===== src/sv/sem_pkg.sv =====
// Package for the Sobel edge magnitude block: field widths, register indexes,
// reset values and the beat structures handed along the pipeline.
// No dependencies; every other file imports it.
package sem_pkg;

  localparam int SEM_MAX_WIDTH = 1024;

  localparam int PIX_W     = 8;
  localparam int FW_W      = 11;
  localparam int FH_W      = 16;
  localparam int CFG_W     = 16;
  localparam int CFG_IDX_W = 1;
  localparam int OUT_COL_W = 10;
  localparam int GRAD_W    = 10;
  localparam int SQ_W      = 2 * GRAD_W;
  localparam int ENERGY_W  = SQ_W + 1;
  localparam int RAD_W     = 16;
  localparam int ROOT_W    = 8;
  localparam int REM_W     = ROOT_W + 2;
  localparam int SQRT_STEPS = RAD_W / 2;

  localparam logic [CFG_IDX_W-1:0] REG_FRAME_WIDTH  = 1'd0;
  localparam logic [CFG_IDX_W-1:0] REG_FRAME_HEIGHT = 1'd1;

  localparam logic [FW_W-1:0] FRAME_WIDTH_RST  = 11'd640;
  localparam logic [FH_W-1:0] FRAME_HEIGHT_RST = 16'd480;
  localparam int MIN_DIM = 3;

  localparam logic [ROOT_W-1:0] MAG_SAT = 8'd255;

  typedef struct packed {
    logic                 emit;
    logic                 last;
    logic [FH_W-1:0]      row;
    logic [OUT_COL_W-1:0] col;
  } meta_t;

  typedef struct packed {
    logic              valid;
    meta_t             meta;
    logic              sat;
    logic [RAD_W-1:0]  rad;
    logic [REM_W-1:0]  rem;
    logic [ROOT_W-1:0] root;
  } sqrt_beat_t;

endpackage


===== src/sv/sem_sqrt_cell.sv =====
// One cell of the square root chain: retires one root bit per beat and
// hands the partial remainder and root to the next cell. Depends on sem_pkg.
module sem_sqrt_cell
  import sem_pkg::*;
(
  input  logic       clk,
  input  logic       rst_n,
  input  logic       en,
  input  sqrt_beat_t d_in,
  output sqrt_beat_t d_out
);

  sqrt_beat_t          q_r;
  sqrt_beat_t          q_nxt;
  logic [REM_W+1:0]    rem_sh;
  logic [REM_W+1:0]    trial;
  logic                ge;

  always_comb begin
    rem_sh = {d_in.rem, d_in.rad[RAD_W-1 -: 2]};
    trial  = {2'b00, d_in.root, 2'b01};
    ge     = rem_sh >= trial;
    q_nxt       = d_in;
    q_nxt.rad   = {d_in.rad[RAD_W-3:0], 2'b00};
    q_nxt.rem   = ge ? REM_W'(rem_sh - trial) : REM_W'(rem_sh);
    q_nxt.root  = {d_in.root[ROOT_W-2:0], ge};
  end

  always_ff @(posedge clk) begin
    if (!rst_n) begin
      q_r <= '0;
    end else if (en) begin
      q_r <= q_nxt;
    end
  end

  assign d_out = q_r;

endmodule


===== config.mk =====
export PLATFORM = sky130hd
export DESIGN_NAME = sem_sqrt_cell
export DESIGN_NICKNAME = d
export VERILOG_FILES = /design/src/sv/sem_pkg.sv /design/src/sv/sem_sqrt_cell.sv
export SDC_FILE = /design/constraint.sdc
export NUM_CORES = 1
export LEC_CHECK = 0
export CAP_MARGIN = 20
export CORE_UTILIZATION = 55
export CTS_CLUSTER_DIAMETER = 30
export DETAILED_ROUTE_END_ITERATION = 16
export DONT_BUFFER_PORTS = 1
export HOLD_SLACK_MARGIN = 0.05
export PLACE_DENSITY = 0.7
export SLEW_MARGIN = 25
export SYNTH_ARGS = -nofsm -noshare
export SYNTH_HDL_FRONTEND = slang
export SYNTH_SLANG_ARGS = --single-unit

===== constraint.sdc =====
create_clock -name clk -period 2.5 [get_ports clk]
set_input_delay 0.375 -clock clk [delete_from_list [all_inputs] [get_ports clk]]
set_output_delay 0.375 -clock clk [all_outputs]
set_load 0.01 [all_outputs]

Word level (Yosys, flattened, before mapping) --
Index checks and enable logic that the tools add are counted. W data, S select, Z words.
Storage, ports and cells: bits in registers 62, input port bits 67, logic and storage cells 12
Cells by class: add/sub/neg operators 1, order comparisons 1, multiplexer cells 1
Operator list (number):
- $ge A12 B10 Y1 | 1
- $mux W10 | 1
- $sub A10 B10 Y10 | 1

Logic depth before layout (Yosys ltp) --
depth after elaboration 2, mapped depth 10, mapped depth without buffers 8

Worst setup path before layout --
No wires, ideal clock.
kind input to register, start in d_in[7] (netlist bit), end reg q_r (netlist bit d_out[17]), setup time 130 ps, arrival 1787 ps, data required time 2370 ps, path slack 583 ps, cell stages on the path 8, path through inv_1 ha_1 a2111o_1 a21oi_2 nand2_4 buf_6 o211ai_1 o22ai_1
On the way: longest elaborated chain between the ends 2, elaborated cells on any way between the ends 3, those cells by class add/sub: 1; order compare: 1; mux: 1
RTL lines:
- start: declaration | line sem_sqrt_cell.sv:9 | input sqrt_beat_t d_in,
- $sub A10 B10 Y10 or $ge A12 B10 Y1 (tied branches) | line sem_sqrt_cell.sv:25, sem_sqrt_cell.sv:22
- $mux W10 (*) | line sem_sqrt_cell.sv:25 | q_nxt.rem = ge ? REM_W'(rem_sh - trial) : REM_W'(rem_sh);
- end signal: assignment | line sem_sqrt_cell.sv:33 | q_r <= q_nxt;
- end: declaration | line sem_sqrt_cell.sv:13 | sqrt_beat_t q_r;
Every way passes the cells marked *; elsewhere a longest branch is shown, timed or not. A chain may end at the register's enable or synchronous reset.

Worst setup path in the final report --
start in d_in[0] (netlist bit), end reg q_r (netlist bit d_out[16])
Same word-level chain as after synthesis.

==> flow_results.org <==
** Run status
- Result of the run :: finished clean

** Global route
- Largest net degree at the start of global routing :: just under 80
- Via count of the first global-routing pass :: about 1,900
- Number of antenna violations at the first check in global routing :: 0
- Summed over all layers, the global routing overflow is 0.
- The first global-routing pass estimated 8.031 mm of wire.
- Global routing used approximately a fifth of the available tracks.

** Cells and area
- Leaving out fill and tap cells, the most frequent cells in the layout are sky130_fd_sc_hd__dfxtp_1, sky130_fd_sc_hd__mux2i_1, sky130_fd_sc_hd__nor2b_1.
- Flip-flop count of the largest register, all copies and words added :: a little over 60
- Leaving out fill and tap cells, the most frequent cell in the layout is sky130_fd_sc_hd__dfxtp_1.
- The post-route netlist has under 10% of its cells at a drive strength greater than 1.
- Sequential standard cell area :: around 1200 µm²
- Diodes inserted :: 0
- Syn-to-layout area delta :: 6.501%
- Number of fill cells :: around 460
- Area used by multi-input combinational logic :: approximately 1500 µm²
- Final layout net count :: 366

** Setup path
- The endpoint identified for the worst register-to-register timing path is d_out[16].
- Data arrives at the worst endpoint at ~1.9 ns.
- Reg2Reg Launch Point :: d_out[16]
- Worst reg2reg setup slack :: between 1.5 and 2 ns
- STA classifies the critical path endpoint as a flop.
- Startpoint type of the worst setup path :: primary input
- Number of cells traversed by the worst register-to-register path :: 3
- The worst setup path is of the in2reg kind.
- Data required time at the worst endpoint :: around 2.8 ns
- Of all nets on the critical path, the largest fanout is 5.

** Clocking
- In this run the deepest clock path goes through 2 buffers.
- The tree is rooted in a sky130_fd_sc_hd__clkbuf_8.
- Source-to-sink clock delay at the later pin of the worst-skew pair :: between 0.3 and 0.4 ns
- CTS-repair resized insts :: 0
- Setup Buffers After CTS :: 0
- Count of clock tree sinks :: 62
- The H-tree was split into 3 levels.
- TritonCTS built the clock tree.
- Clock-pin slew was measured on the worst setup and hold paths at about 0.070 ns.
- Inserted Clock Buffers :: 9
- After clock tree synthesis, the flow added hold-fix buffers numbering 0.

** Placement
- Buffers added on ports :: 0
- Routability congestion estimate :: ~0.83
- Detailed placement finished with a half-perimeter wire length of ~3.6 mm.

** Worst hold path
- Min-delay src :: rst_n
- For hold timing, the worst endpoint is d_out[60].
- Class of the tightest hold or removal check :: in2reg
- Hold-critical path depth :: 1

** Logic synthesis
- In the synthesized netlist the async set-or-reset flop fraction comes to 0%.
- For this run, the number of Yosys warnings is 0.
- Synthesis produced a netlist whose cell count is roughly 300.
- In this run, distinct cell masters in the synthesized netlist total 39.
- Flop and latch count out of synthesis :: a little over 60
- Sequential cells were found to cover 42.43% of the synthesized design area.
- Area contributors post-synth :: sky130_fd_sc_hd__dfxtp_1, sky130_fd_sc_hd__mux2i_1, sky130_fd_sc_hd__nor2b_1
- The synthesized design spends more area on one cell type than any other, namely sky130_fd_sc_hd__dfxtp_1.
- The synthesized netlist occupies a cell area of 2925 µm².
- Avg Inst Size Synth :: between 9 and 10 µm²
- Proportion of netlist area held by the largest area contributor :: between 40% and 50%
- Top FF cell, synth :: sky130_fd_sc_hd__dfxtp_1
- In this run, synthesis inferred 0 flip-flops with an integrated enable.

** Detailed routing
- In this run, the number of DRC markers left after iteration 0 of detailed routing was 49.
- Pre-antenna DRT Iters :: 4
- Post-detailed-route wirelength per cell :: between 10 and 15 µm
- In the routed layout, each cell is associated on average with a via count of between 5 and 6.
- Wire length after detailed routing :: between 5 and 6 mm
- DRC violations left :: 0
- Antenna viol nets, final :: 0
- The routed layout has around 2,000 vias.

** Pwr
- Ratio of total power to cell area :: 738.8 nW/µm²
- Overall power consumption after layout is estimated at ~2.3 mW.
- Pleak :: ~1.4 nW
- Peak VDD IR :: 0.5055 mV

** Die
- Chip Height :: 74.93 µm
- Die Width :: ~75 µm
- In this run the count of I/O pins placed on the die edge is approximately 130.
- Once the floorplan was initialized, standard cells occupied roughly 57% of the core.
- Core Area :: 5107 µm²
- Number of placement rows :: 26
- The die covers 5615 µm².

** STA
- Number of pins with negative max-slew slack in the final report :: 0
- Summed over all failing endpoints, the final setup total negative slack is 0 ns.
- Unrepaired setup endpoints after global routing :: false
- Setup violations, final :: 0
- Max frequency :: between 600 and 700 MHz
- Worst hold-check slack :: 0.1689 ns
- Final hold violations :: 0
- Clock skew after layout :: 0 ns
- Time the worst path needs with I/O delays and setup :: 1.618 ns
- Period utilization :: roughly two thirds

** Run
- Max cap viols :: 0
-- power by group --
part | internal, mW | switching (mW)
clock network | 0.555 | 0.369
registers | 1.06 | 0.0730
logic | 0.136 | 0.113
-- logic make-up after synthesis --
logic type	Yosys count	share of synthesized area, %
AO/OA/AOI/OAI	43	9.324
XOR/XNOR	5	1.497
adder cells (fa/ha/maj)	10	4.277
buffers and inverters	35	5.261
flip-flops	62	42.43
multiplexers	56	19.16
other	1	0.1282
AND/OR/NAND/NOR	87	17.92
-- layer usage --
metal	part of all wire, %	GRT usage [%]	vias to the layer above
met4	1.5	9.434	0
met1	43	21.77	907
met2	45	30.23	78
li1	-	-	1002
met5	0	0	-
met3	10	9.505	8
-- worst max-delay path, stage by stage --
cell and delay (ns):
sky130_fd_sc_hd__inv_1 0.02, sky130_fd_sc_hd__ha_1 0.35, sky130_fd_sc_hd__nor2b_1 0.17, sky130_fd_sc_hd__o21ai_1 0.18, sky130_fd_sc_hd__o22ai_1 0.14, sky130_fd_sc_hd__or4_1 0.41
sky130_fd_sc_hd__nand3_1 0.10, sky130_fd_sc_hd__a41o_1 0.16
-- metrics by stage --
step | instances | area [µm²] | util [%] | worst slack (ns)
global placement | 348 | 2912 | 57.01 | 0.5750
detailed placement | 348 | 2912 | 57.01 | 0.5409
floorplan | 300 | 2929 | - | 0.5828
finish | 363 | 3115 | 61.00 | 0.8819
global route | 363 | 3115 | 61.00 | 0.7693
CTS | 363 | 3115 | 61.00 | 0.9070
-- final cells by class --
cell class	count	share of cell area (%)
clock buffer	11	4.217
clock inverter	4	2.329
inverter	13	1.566
multi-input combinational	203	49.24
sequential	62	39.84
tap	70	2.811
-- Yosys cell counts (2+ instances only) --
master,number
sky130_fd_sc_hd__o22ai_1,3
sky130_fd_sc_hd__dfxtp_1,62
sky130_fd_sc_hd__clkbuf_1,13
sky130_fd_sc_hd__xnor2_1,3
sky130_fd_sc_hd__xor2_1,2
sky130_fd_sc_hd__buf_2,5
sky130_fd_sc_hd__or3_1,2
sky130_fd_sc_hd__o21a_1,2
sky130_fd_sc_hd__ha_1,10
sky130_fd_sc_hd__nand3b_1,5
sky130_fd_sc_hd__inv_1,13
sky130_fd_sc_hd__nor2b_1,53
sky130_fd_sc_hd__a211oi_1,2
sky130_fd_sc_hd__nand3_1,7
sky130_fd_sc_hd__nor2_1,5
sky130_fd_sc_hd__o21ai_0,10
sky130_fd_sc_hd__nand2_1,6
sky130_fd_sc_hd__mux2i_1,56
sky130_fd_sc_hd__buf_4,2
sky130_fd_sc_hd__a21oi_1,11
sky130_fd_sc_hd__nand4_1,4
sky130_fd_sc_hd__o21ai_1,2
sky130_fd_sc_hd__o211ai_1,5
-- worst max-delay path by stage --
| stage | depth (start not counted) | startpoint | slack [ns] | endpoint |
|---|---|---|---|---|
| after global routing | 8 | d_in[0] | 0.77 | d_out[16] |
| after global placement | 8 | d_in[0] | 0.58 | d_out[16] |
| after CTS | 7 | d_in[7] | 0.91 | d_out[17] |
| final | 8 | d_in[0] | 0.88 | d_out[16] |
| after detailed placement | 7 | d_in[7] | 0.54 | d_out[10] |
| after floorplan | 8 | d_in[7] | 0.58 | d_out[17] |
Note: power is estimated with default switching activity, not from simulation.
