==> src/sv/sem_pkg.sv <==
// Package for the Sobel edge magnitude block: field widths, register indexes,
// reset values and the beat structures handed along the pipeline.
// No dependencies; every other file imports it.
package sem_pkg;

  localparam int SEM_MAX_WIDTH = 1024;

  localparam int PIX_W     = 8;
  localparam int FW_W      = 11;
  localparam int FH_W      = 16;
  localparam int CFG_W     = 16;
  localparam int CFG_IDX_W = 1;
  localparam int OUT_COL_W = 10;
  localparam int GRAD_W    = 10;
  localparam int SQ_W      = 2 * GRAD_W;
  localparam int ENERGY_W  = SQ_W + 1;
  localparam int RAD_W     = 16;
  localparam int ROOT_W    = 8;
  localparam int REM_W     = ROOT_W + 2;
  localparam int SQRT_STEPS = RAD_W / 2;

  localparam logic [CFG_IDX_W-1:0] REG_FRAME_WIDTH  = 1'd0;
  localparam logic [CFG_IDX_W-1:0] REG_FRAME_HEIGHT = 1'd1;

  localparam logic [FW_W-1:0] FRAME_WIDTH_RST  = 11'd640;
  localparam logic [FH_W-1:0] FRAME_HEIGHT_RST = 16'd480;
  localparam int MIN_DIM = 3;

  localparam logic [ROOT_W-1:0] MAG_SAT = 8'd255;

  typedef struct packed {
    logic                 emit;
    logic                 last;
    logic [FH_W-1:0]      row;
    logic [OUT_COL_W-1:0] col;
  } meta_t;

  typedef struct packed {
    logic              valid;
    meta_t             meta;
    logic              sat;
    logic [RAD_W-1:0]  rad;
    logic [REM_W-1:0]  rem;
    logic [ROOT_W-1:0] root;
  } sqrt_beat_t;

endpackage

==> src/sv/sem_window.sv <==
// 3x3 pixel window and the registered absolute Sobel sums taken from it.
// Depends on sem_pkg.
module sem_window
  import sem_pkg::*;
(
  input  logic              clk,
  input  logic              rst_n,
  input  logic              en,
  input  logic              valid_in,
  input  meta_t             meta_in,
  input  logic [PIX_W-1:0]  top,
  input  logic [PIX_W-1:0]  mid,
  input  logic [PIX_W-1:0]  pix,
  output logic              valid_out,
  output meta_t             meta_out,
  output logic [GRAD_W-1:0] abs_gx,
  output logic [GRAD_W-1:0] abs_gy
);

  logic [PIX_W-1:0]  win_r [9];
  logic              valid_b_r;
  meta_t             meta_b_r;
  logic              valid_c_r;
  meta_t             meta_c_r;
  logic [GRAD_W-1:0] abs_gx_r;
  logic [GRAD_W-1:0] abs_gy_r;
  logic [GRAD_W-1:0] pos_x;
  logic [GRAD_W-1:0] neg_x;
  logic [GRAD_W-1:0] pos_y;
  logic [GRAD_W-1:0] neg_y;
  logic [GRAD_W-1:0] abs_gx_nxt;
  logic [GRAD_W-1:0] abs_gy_nxt;

  always_ff @(posedge clk) begin
    if (!rst_n) begin
      for (int i = 0; i < 9; i++) begin
        win_r[i] <= '0;
      end
      valid_b_r <= 1'b0;
      valid_c_r <= 1'b0;
    end else if (en) begin
      valid_b_r <= valid_in;
      valid_c_r <= valid_b_r;
      if (valid_in) begin
        for (int k = 0; k < 3; k++) begin
          win_r[k*3]   <= win_r[k*3+1];
          win_r[k*3+1] <= win_r[k*3+2];
        end
        win_r[2] <= top;
        win_r[5] <= mid;
        win_r[8] <= pix;
      end
    end
  end

  always_comb begin
    pos_x = GRAD_W'(win_r[2]) + {1'b0, win_r[5], 1'b0} + GRAD_W'(win_r[8]);
    neg_x = GRAD_W'(win_r[0]) + {1'b0, win_r[3], 1'b0} + GRAD_W'(win_r[6]);
    pos_y = GRAD_W'(win_r[0]) + {1'b0, win_r[1], 1'b0} + GRAD_W'(win_r[2]);
    neg_y = GRAD_W'(win_r[6]) + {1'b0, win_r[7], 1'b0} + GRAD_W'(win_r[8]);
    abs_gx_nxt = (pos_x >= neg_x) ? pos_x - neg_x : neg_x - pos_x;
    abs_gy_nxt = (pos_y >= neg_y) ? pos_y - neg_y : neg_y - pos_y;
  end

  always_ff @(posedge clk) begin
    if (en) begin
      meta_b_r <= meta_in;
      meta_c_r <= meta_b_r;
      abs_gx_r <= abs_gx_nxt;
      abs_gy_r <= abs_gy_nxt;
    end
  end

  assign valid_out = valid_c_r;
  assign meta_out  = meta_c_r;
  assign abs_gx    = abs_gx_r;
  assign abs_gy    = abs_gy_r;

endmodule

==> config.mk <==
export PLATFORM = sky130hd
export DESIGN_NAME = sem_window
export DESIGN_NICKNAME = d
export VERILOG_FILES = /design/src/sv/sem_pkg.sv /design/src/sv/sem_window.sv
export SDC_FILE = /design/constraint.sdc
export NUM_CORES = 1
export LEC_CHECK = 0
export ABC_AREA = 1
export ABC_CLOCK_PERIOD_IN_PS = 3700
export BUFFER_PORTS_ARGS = -buffer_cell sky130_fd_sc_hd__buf_4
export CAP_MARGIN = 15
export CORE_UTILIZATION = 45
export CTS_CLUSTER_SIZE = 16
export DETAILED_ROUTE_END_ITERATION = 8
export PLACE_DENSITY = 0.66
export SYNTH_ARGS = -nofsm -noshare
export SYNTH_HDL_FRONTEND = slang
export SYNTH_SLANG_ARGS = --single-unit
==> constraint.sdc <==
create_clock -name clk -period 3.7 [get_ports clk]
set_input_delay 0.925 -clock clk [delete_from_list [all_inputs] [get_ports clk]]
set_output_delay 0.925 -clock clk [all_outputs]
set_load 0.02 [all_outputs]
* Yosys cells after proc, flatten, opt, wreduce, memory -nomap -nowiden *
Memories as Yosys holds them, arrays and structs flattened.
Cells that the tools add are included.

operators by class
  add/sub/neg operators = 12
  bitwise operators = 9
  order comparisons = 2
  mux-type cells = 16

operators with widths
  operator                            count
  2-to-1 mux 8 bit                    9
  adder 10 x 8 -> 10 bit              4
  adder 8 x 9 -> 10 bit               4
  subtractor 10 bit                   4
  greater-or-equal comparator 10 bit  2
  2-to-1 mux 10 bit                   2
  bitwise OR 1 bit                    9
  2-to-1 mux 1 bit                    5

word-level totals
  output and inout port bits = 49
  memory bits (writable) = 72
  logic and storage cells = 52
  bits of input ports = 56
  flip-flop bits (word level) = 78
  memories = 1

memory list
  memory  depth  width  rd ports  clocked after memory_dff  wr ports  RTL line          RTL
  win_r   9      8      9         0                         9         sem_window.sv:20  logic [PIX_W-1:0] win_r [9];

* Longest topological paths before layout *
Gate-level depths: netlist of run 1.

  word-level depth = 5
  depth in mapped cells = 25
  depth with buffers taken out = 24

* Worst setup path after synthesis of run 1 *
Ideal clock, no wire load.

  kind = flip-flop to flip-flop
  start point = memory win_r[8][1]
  end point = register abs_gy_r[2] (netlist: abs_gy[2]), data pin
  buffers on the path = 1
  cell stages (with the launch flop) = 26
  period minus slack after synthesis = 3.466 ns
  path slack = 0.234 ns
  library setup time = 0.257 ns
  data arrival time = 3.209 ns
  required time = 3.443 ns
  cell sequence = edfxtp_1 -> inv_1 -> fa_1 -> inv_1 -> ha_1 -> inv_1 -> fa_1 -> nand3b_1 -> nand2_1 -> nand2_1 -> nand2_1 -> nand2_1 -> nand2_1 -> xor2_1 -> ha_1 -> nand2_1 -> nand2_1 -> nand2_1 -> nand2_1 -> inv_1 -> nand2_1 -> inv_2 -> nand2_1 -> buf_6 -> nand2_1 -> o21ai_2

RTL lines
  item                    RTL line          RTL
  start: declaration      sem_window.sv:20
  end signal: assignment  sem_window.sv:70  abs_gy_r <= abs_gy_nxt;
  end: declaration        sem_window.sv:26  logic [GRAD_W-1:0] abs_gy_r;

==> qor.json, run 1 <==
{
  "cts.sinks": 150,
  "fillers": 1810,
  "synth.ff_latch_count": 150,
  "max_freq_mhz": 280,
  "slew_headroom_pct": 46.4,
  "cells_after_synth": 993,
  "numPortBuffers": 104,
  "run_status": "finished clean",
  "power_leakage_nw": 5.68,
  "power.share.clock_pct": 19.5,
  "synthDistinctLibCells": 32,
  "antenna-diode-count": 0,
  "antenna_left": 0,
  "grt_first_pass_wirelength_mm": 31.2,
  "critical_path.startpoint_type": "flop",
  "routed_wirelength_mm": 19.6,
  "share_seq_of_total_power_pct": 25.9,
  "p_sw_mw": 3.70,
  "finalMaxSlewViolations": 0,
  "max-clock-path-buffers": 2,
  "layout.cells.most_common": "nand2_1",
  "drc": 0,
  "fp.dieH_um": 146,
  "tritoncts.num_buffers": 17,
  "syn_nets": 1159,
  "postCtsHoldBufs": 0,
  "worst_clock_skew_ns": 0.00864,
  "min-delay-path-class": "reg -> reg",
  "dr.first_iter.drc_count": 342,
  "fp.dieW_um": 146,
  "gpl.final_weighted_congestion": 0.875,
  "gr-total-overflow": 0,
  "avgViaCountPerCell": 4.75,
  "hold_viol_final": 0,
  "core-area_um2": 20300,
  "initial_utilization_pct": 46.1,
  "power.ir.vdd_worst_mv": 0.358,
  "crit_required_ns": 3.89,
  "hpwl_mm": 14.6,
  "power_frac_comb_pct": 54.6,
  "globalRouteTotalUtil_pct": 18.7,
  "area_growth_pct": 24.8,
  "detail_route.wl_per_cell_um": 13.7,
  "p_int_mw": 5.16,
  "setup_viol": 0,
  "cts_tree": "done",
  "mapped_area_um2": 9350,
  "power.total_mw": 8.86,
  "place_ws_ns": -0.0923,
  "cts_htree_levels": 4,
  "worst-path-max-fanout": 5,
  "die_area_um2": 21400,
  "rsz0062_at_grt": "true",
  "drt_pre_antenna_iters": 5,
  "root_buffer": "clkbuf_16",
  "clk_pin_slew_ns": 0.07,
  "nNetsFinal": 1314,
  "layout.cells.most_common_list": "nand2_1, inv_1, edfxtp_1, buf_4, nor2_1",
  "yosys_warnings": 0,
  "number_of_standard_cell_rows_in_the_floorplan": 52,
  "dr_total_vias": 6794,
  "design.portCount": 105,
  "fraction_of_layout_instances_using_a_drive_strength_above_1_pct": 23.3,
  "drv.max_cap_violation_count": 0,
  "timing.final.crit_period_ns": 3.57,
  "critical_path_arrival_ns": 3.76,
  "timing_worst_setup_path_type": "reg -> reg",
  "setup_ws_ns": 0.132,
  "number_of_global_route_vias_before_repair": 6354,
  "layout_worst_path_cycle_share_pct": 96.4,
  "grt_antenna_before_repair": 0,
  "insertion_delay_ns": 0.43,
  "power.share.switching_pct": 41.8,
  "worst_slew_pin_tran_ns": 0.803,
  "power.density_nw_per_um2": 759,
  "timing.critical_path.to_type": "flop",
  "grt_start_max_net_pins": 44,
  "synth_sequential_area_ratio_pct": 48.0,
  "postSynthAreaPerCell_um2": 9.41
}
sequential cells by signal (all words and copies together), names as in the netlist:
register,count
valid_out,1
abs_gy,10
win_r,72
meta_b_r,28
valid_b_r,1
meta_out,28
abs_gx,10
worst paths after layout:
check | to | cells past startpoint | startpoint | slack [ns]
worst max-delay path | abs_gy[1]$_DFFE_PP_ | 20 | win_r[6][1]$_SDFFCE_PN0P_ | 0.13
worst min register to register | meta_out[0]$_DFFE_PP_ | 0 | meta_b_r[0]$_DFFE_PP_ | 0.42
worst max register to register | abs_gy[1]$_DFFE_PP_ | 20 | win_r[6][1]$_SDFFCE_PN0P_ | 0.13
worst min-delay path | meta_out[0]$_DFFE_PP_ | 0 | meta_b_r[0]$_DFFE_PP_ | 0.42
layout make-up:
class / instances / area [um^2] / share of cell area [%]
Multi-Input combinational cell: 623 / 4300 / 36.8
Tap cell: 270 / 338 / 2.90
Clock inverter: 14 / 160 / 1.37
Clock buffer: 18 / 429 / 3.68
Sequential cell: 150 / 4480 / 38.4
Timing Repair Buffer: 151 / 1190 / 10.2
Inverter: 205 / 769 / 6.60
routing by layer:
layer | up-vias | share of wire [%] | track usage [%]
met1 | 3151 | 48 | 26.1
met4 | 0 | 1.8 | 6.98
li1 | 3459 | - | -
met5 | - | 0 | 0
met2 | 163 | 47 | 29.7
met3 | 21 | 3.8 | 2.81
per-stage QoR:
stage | cell area (um^2) | util [%] | TNS (ns) | hold slack (ns) | std cells
floorplan | 9350 | - | 0 | 0.400 | 993
global placement | 10700 | 52.6 | -0.895 | 0.400 | 1388
detailed placement | 10700 | 52.6 | -0.765 | 0.405 | 1388
CTS | 11300 | 55.7 | 0 | 0.420 | 1421
global route | 11700 | 57.5 | -0.818 | 0.427 | 1431
finish | 11700 | 57.5 | 0 | 0.419 | 1431
power groups by stage:
| stage | sequential, mW | combinational [mW] | clock (mW) |
|---|---|---|---|
| after floorplan | 2.49 | 2.86 | 0 |
| after global placement | 2.33 | 4.22 | 0 |
| after detailed placement | 2.34 | 4.26 | 0 |
| after CTS | 2.30 | 4.33 | 1.77 |
| after global routing | 2.32 | 5.42 | 1.82 |
| final | 2.29 | 4.84 | 1.73 |
critical path, cell delays in order (launching register included):
cell	delay, ns
edfxtp_1	0.38
inv_2	0.09
fa_1	0.41
inv_1	0.07
ha_2	0.19
inv_2	0.04
fa_2	0.33
nand3b_1	0.17
nand2_2	0.10
nand2_1	0.05
nand2_1	0.06
nand2_1	0.05
nand2_1	0.10
xor2_1	0.08
ha_1	0.37
nand2_2	0.10
nor2_1	0.23
nand2_1	0.15
nand2_4	0.13
clkbuf_16	0.15
o21ai_1	0.05
synthesized netlist by cell type (all sizes together):
| master | count | area (um^2) |
|---|---|---|
| a21oi | 37 | 193 |
| a31o | 2 | 17.5 |
| a31oi | 2 | 12.5 |
| buf | 6 | 52.6 |
| clkbuf | 9 | 36.3 |
| dfxtp | 2 | 40.0 |
| edfxtp | 148 | 4440 |
| fa | 36 | 721 |
| ha | 74 | 926 |
| inv | 205 | 769 |
| nand2 | 248 | 943 |
| nand2b | 1 | 6.26 |
| nand3 | 43 | 215 |
| nand3b | 4 | 30.0 |
| nand4 | 15 | 93.8 |
| nor2 | 104 | 405 |
| nor3 | 2 | 10.0 |
| o211ai | 2 | 15.0 |
| o21a | 4 | 30.0 |
| o21ai | 13 | 80.1 |
| o21bai | 2 | 15.0 |
| or2 | 2 | 12.5 |
| xnor2 | 10 | 87.6 |
| xor2 | 22 | 193 |
kinds of logic after synthesis:
kind of cell | share of synthesized area [%]
and+or+nand+nor | 18.4
AOI/OAI and AO/OA | 3.88
buffers and inverters | 9.18
adders and majority gates | 17.6
xor gates and xnor gates | 3.00
DFF | 48.0
repair_timing:
| action | 4_1_cts | 5_1_grt |
|---|---|---|
| setup endpoints to repair | 18 | 18 |
| buffers inserted | 1 | 9 |
| pin swaps | 3 | 28 |
| cloned | 0 | 1 |
| resized for setup | 11 | 68 |
Power figures use the tool's default switching activity.
==> run 2, diff against run 1 <==
--- a/config.mk
+++ b/config.mk
@@ -13,6 +13,7 @@
 export CTS_CLUSTER_SIZE = 16
 export DETAILED_ROUTE_END_ITERATION = 8
 export PLACE_DENSITY = 0.66
+export REMOVE_ABC_BUFFERS = 1
 export SYNTH_ARGS = -nofsm -noshare
 export SYNTH_HDL_FRONTEND = slang
 export SYNTH_SLANG_ARGS = --single-unit
==> run 2 against run 1 <==
- register-to-register slack gained 0.05 ns
- cell area increased by 0.28%
- core utilization is 0.16 points higher
- critical path depth is 3 lower
- fmax is 1.3% higher
- wire length is 2.8% lower
- critical endpoint is now abs_gx[9]$_DFFE_PP_
- via count decreased by 1.5%
==> qor.json, run 2 (synthesis gave the netlist of run 1 again) <==
{
  "timing_worst_setup_path_type": "reg -> reg",
  "post-route-cell-area_um2": 11700,
  "run_status": "finished clean",
  "cts.sinks": 150,
  "timing.final.crit_period_ns": 3.52,
  "layout.cells.most_common": "nand2_1",
  "worst_slew_pin_tran_ns": 0.933,
  "die_area_um2": 21400,
  "reg2reg_slack_ns": 0.18,
  "max-clock-path-buffers": 2,
  "max_freq_mhz": 284,
  "power_leakage_nw": 5.69,
  "slew_headroom_pct": 37.8,
  "min-delay-path-class": "reg -> reg",
  "hold-path-endpoint": "meta_out[22]$_DFFE_PP_",
  "cts_htree_levels": 4,
  "routed_wirelength_mm": 19.1,
  "initial_utilization_pct": 46.1,
  "drt_pre_antenna_iters": 6,
  "critical_path_arrival_ns": 3.73,
  "timing.setup.tns_ns": 0,
  "number_of_global_route_vias_before_repair": 6433,
  "antenna-diode-count": 0,
  "clk_pin_slew_ns": 0.07,
  "critical_path.startpoint_type": "flop",
  "hpwl_mm": 14.0,
  "reg2reg_from": "win_r[8][1]$_SDFFCE_PN0P_",
  "drc": 0,
  "number_of_flip_flops_in_the_largest_register": 72,
  "layout.cells.most_common_list": "nand2_1, inv_1, buf_4, edfxtp_1, nor2_1",
  "design.portCount": 105,
  "number_of_standard_cell_rows_in_the_floorplan": 52,
  "worst_clock_skew_ns": 0.0134,
  "crit_required_ns": 3.90,
  "top_register": "win_r",
  "cts_tree": "done",
  "drv.max_cap_violation_count": 0,
  "worst-path-max-fanout": 4,
  "nNetsFinal": 1318,
  "timing.critical_path.to_type": "flop",
  "finalMaxSlewViolations": 0,
  "min_from": "meta_b_r[22]$_DFFE_PP_",
  "globalRouteTotalUtil_pct": 18.5,
  "power.total_mw": 8.81,
  "setup_viol": 0,
  "detail_route.wl_per_cell_um": 13.3,
  "antenna_left": 0,
  "grt_antenna_before_repair": 0,
  "dpl_cell_area_um2": 10700,
  "power.density_nw_per_um2": 753,
  "gr-total-overflow": 0,
  "insertion_delay_ns": 0.44,
  "grt_first_pass_wirelength_mm": 31.1,
  "core-area_um2": 20300,
  "layout_worst_path_cycle_share_pct": 95.2,
  "numPortBuffers": 104,
  "stdcell_count": 1435,
  "area_growth_pct": 25.1,
  "hold_viol_final": 0,
  "placed_cells": 1389,
  "avgViaCountPerCell": 4.66,
  "root_buffer": "clkbuf_16",
  "dr.first_iter.drc_count": 360,
  "fraction_of_layout_instances_using_a_drive_strength_above_1_pct": 22.8,
  "grt_start_max_net_pins": 79,
  "capturing_point_of_the_worst_reg2reg_path": "abs_gx[9]$_DFFE_PP_",
  "rr_worst_depth": 17,
  "fp.dieH_um": 146,
  "tritoncts.num_buffers": 17,
  "fp.dieW_um": 146,
  "power.ir.vdd_worst_mv": 0.518,
  "dr_total_vias": 6694,
  "worst_hold_path.num_cells": 0,
  "gpl.final_weighted_congestion": 0.867
}
run 2: cell count changes in the layout (fill, tap and decap cells not counted), moves of 3 or more:
cell / delta
xor2_1: -3
clkinv_4: -3
nand2_1: +11
buf_4: +6
nand2_4: -4
xor2_2: +3
nand2_2: -8
run 2: worst max-delay path, stage by stage, from the launching register on:
cell and delay [ns]:
edfxtp_1 0.32, inv_1 0.06, buf_4 0.14, fa_1 0.52, inv_1 0.04, ha_2 0.21
fa_2 0.41, a31o_2 0.27, xor2_2 0.14, inv_1 0.09, ha_4 0.30, nand2_1 0.12
nor2_2 0.21, nand3_1 0.16, nand4_1 0.12, nand2_1 0.06, nand2_1 0.06, nand2_1 0.04
run 2: timing repair:
item,4_1_cts,5_1_grt
endpoints found under the setup margin,18,18
gates resized for setup,7,60
cloned,0,0
buffers inserted,0,14
pin swaps,1,17
hold buffers,0,0
run 2: how the worst max path moves through the flow:
| stage | from | end | slack [ns] |
|---|---|---|---|
| after global routing | win_r[2][5]$_SDFFCE_PN0P_ | abs_gx[7]$_DFFE_PP_ | -0.02 |
| final | win_r[8][1]$_SDFFCE_PN0P_ | abs_gx[9]$_DFFE_PP_ | 0.18 |
| after global placement | win_r[8][1]$_SDFFCE_PN0P_ | abs_gx[9]$_DFFE_PP_ | -0.08 |
| after floorplan | win_r[8][1]$_SDFFCE_PN0P_ | abs_gy[2]$_DFFE_PP_ | 0.20 |
| after CTS | win_r[8][2]$_SDFFCE_PN0P_ | abs_gx[9]$_DFFE_PP_ | 0.01 |
| after detailed placement | win_r[6][1]$_SDFFCE_PN0P_ | abs_gy[2]$_DFFE_PP_ | -0.16 |
run 2: power by group:
group | internal (mW) | switching, mW
Clock | 1.10 | 0.774
Sequential | 2.20 | 0.0872
Combinational | 1.91 | 2.73
Total | 5.21 | 3.60
run 2: layout make-up:
cell class                 count  area, um^2
fill                        1785        8600
sequential                   150        4480
multi-input combinational    623        4280
timing repair buffer         155        1190
inverter                     205         769
clock buffer                  18         429
tap                          270         338
clock inverter                14         208
run 2: per-stage QoR:
stage               util [%]  hold slack [ns]  setup WS, ns
finish                  57.6            0.420         0.178
global route            57.6            0.424       -0.0205
CTS                     55.8            0.421        0.0143
detailed placement      52.6            0.405        -0.159
global placement        52.6            0.400       -0.0765
floorplan                  -            0.400         0.201
run 2: layer usage:
metal	GRT usage, %	wire, um	up-vias
met5	0	0	-
met4	6.04	233	0
met3	3.59	752	17
met2	29.8	9000	142
met1	25.0	9090	3071
li1	-	-	3464
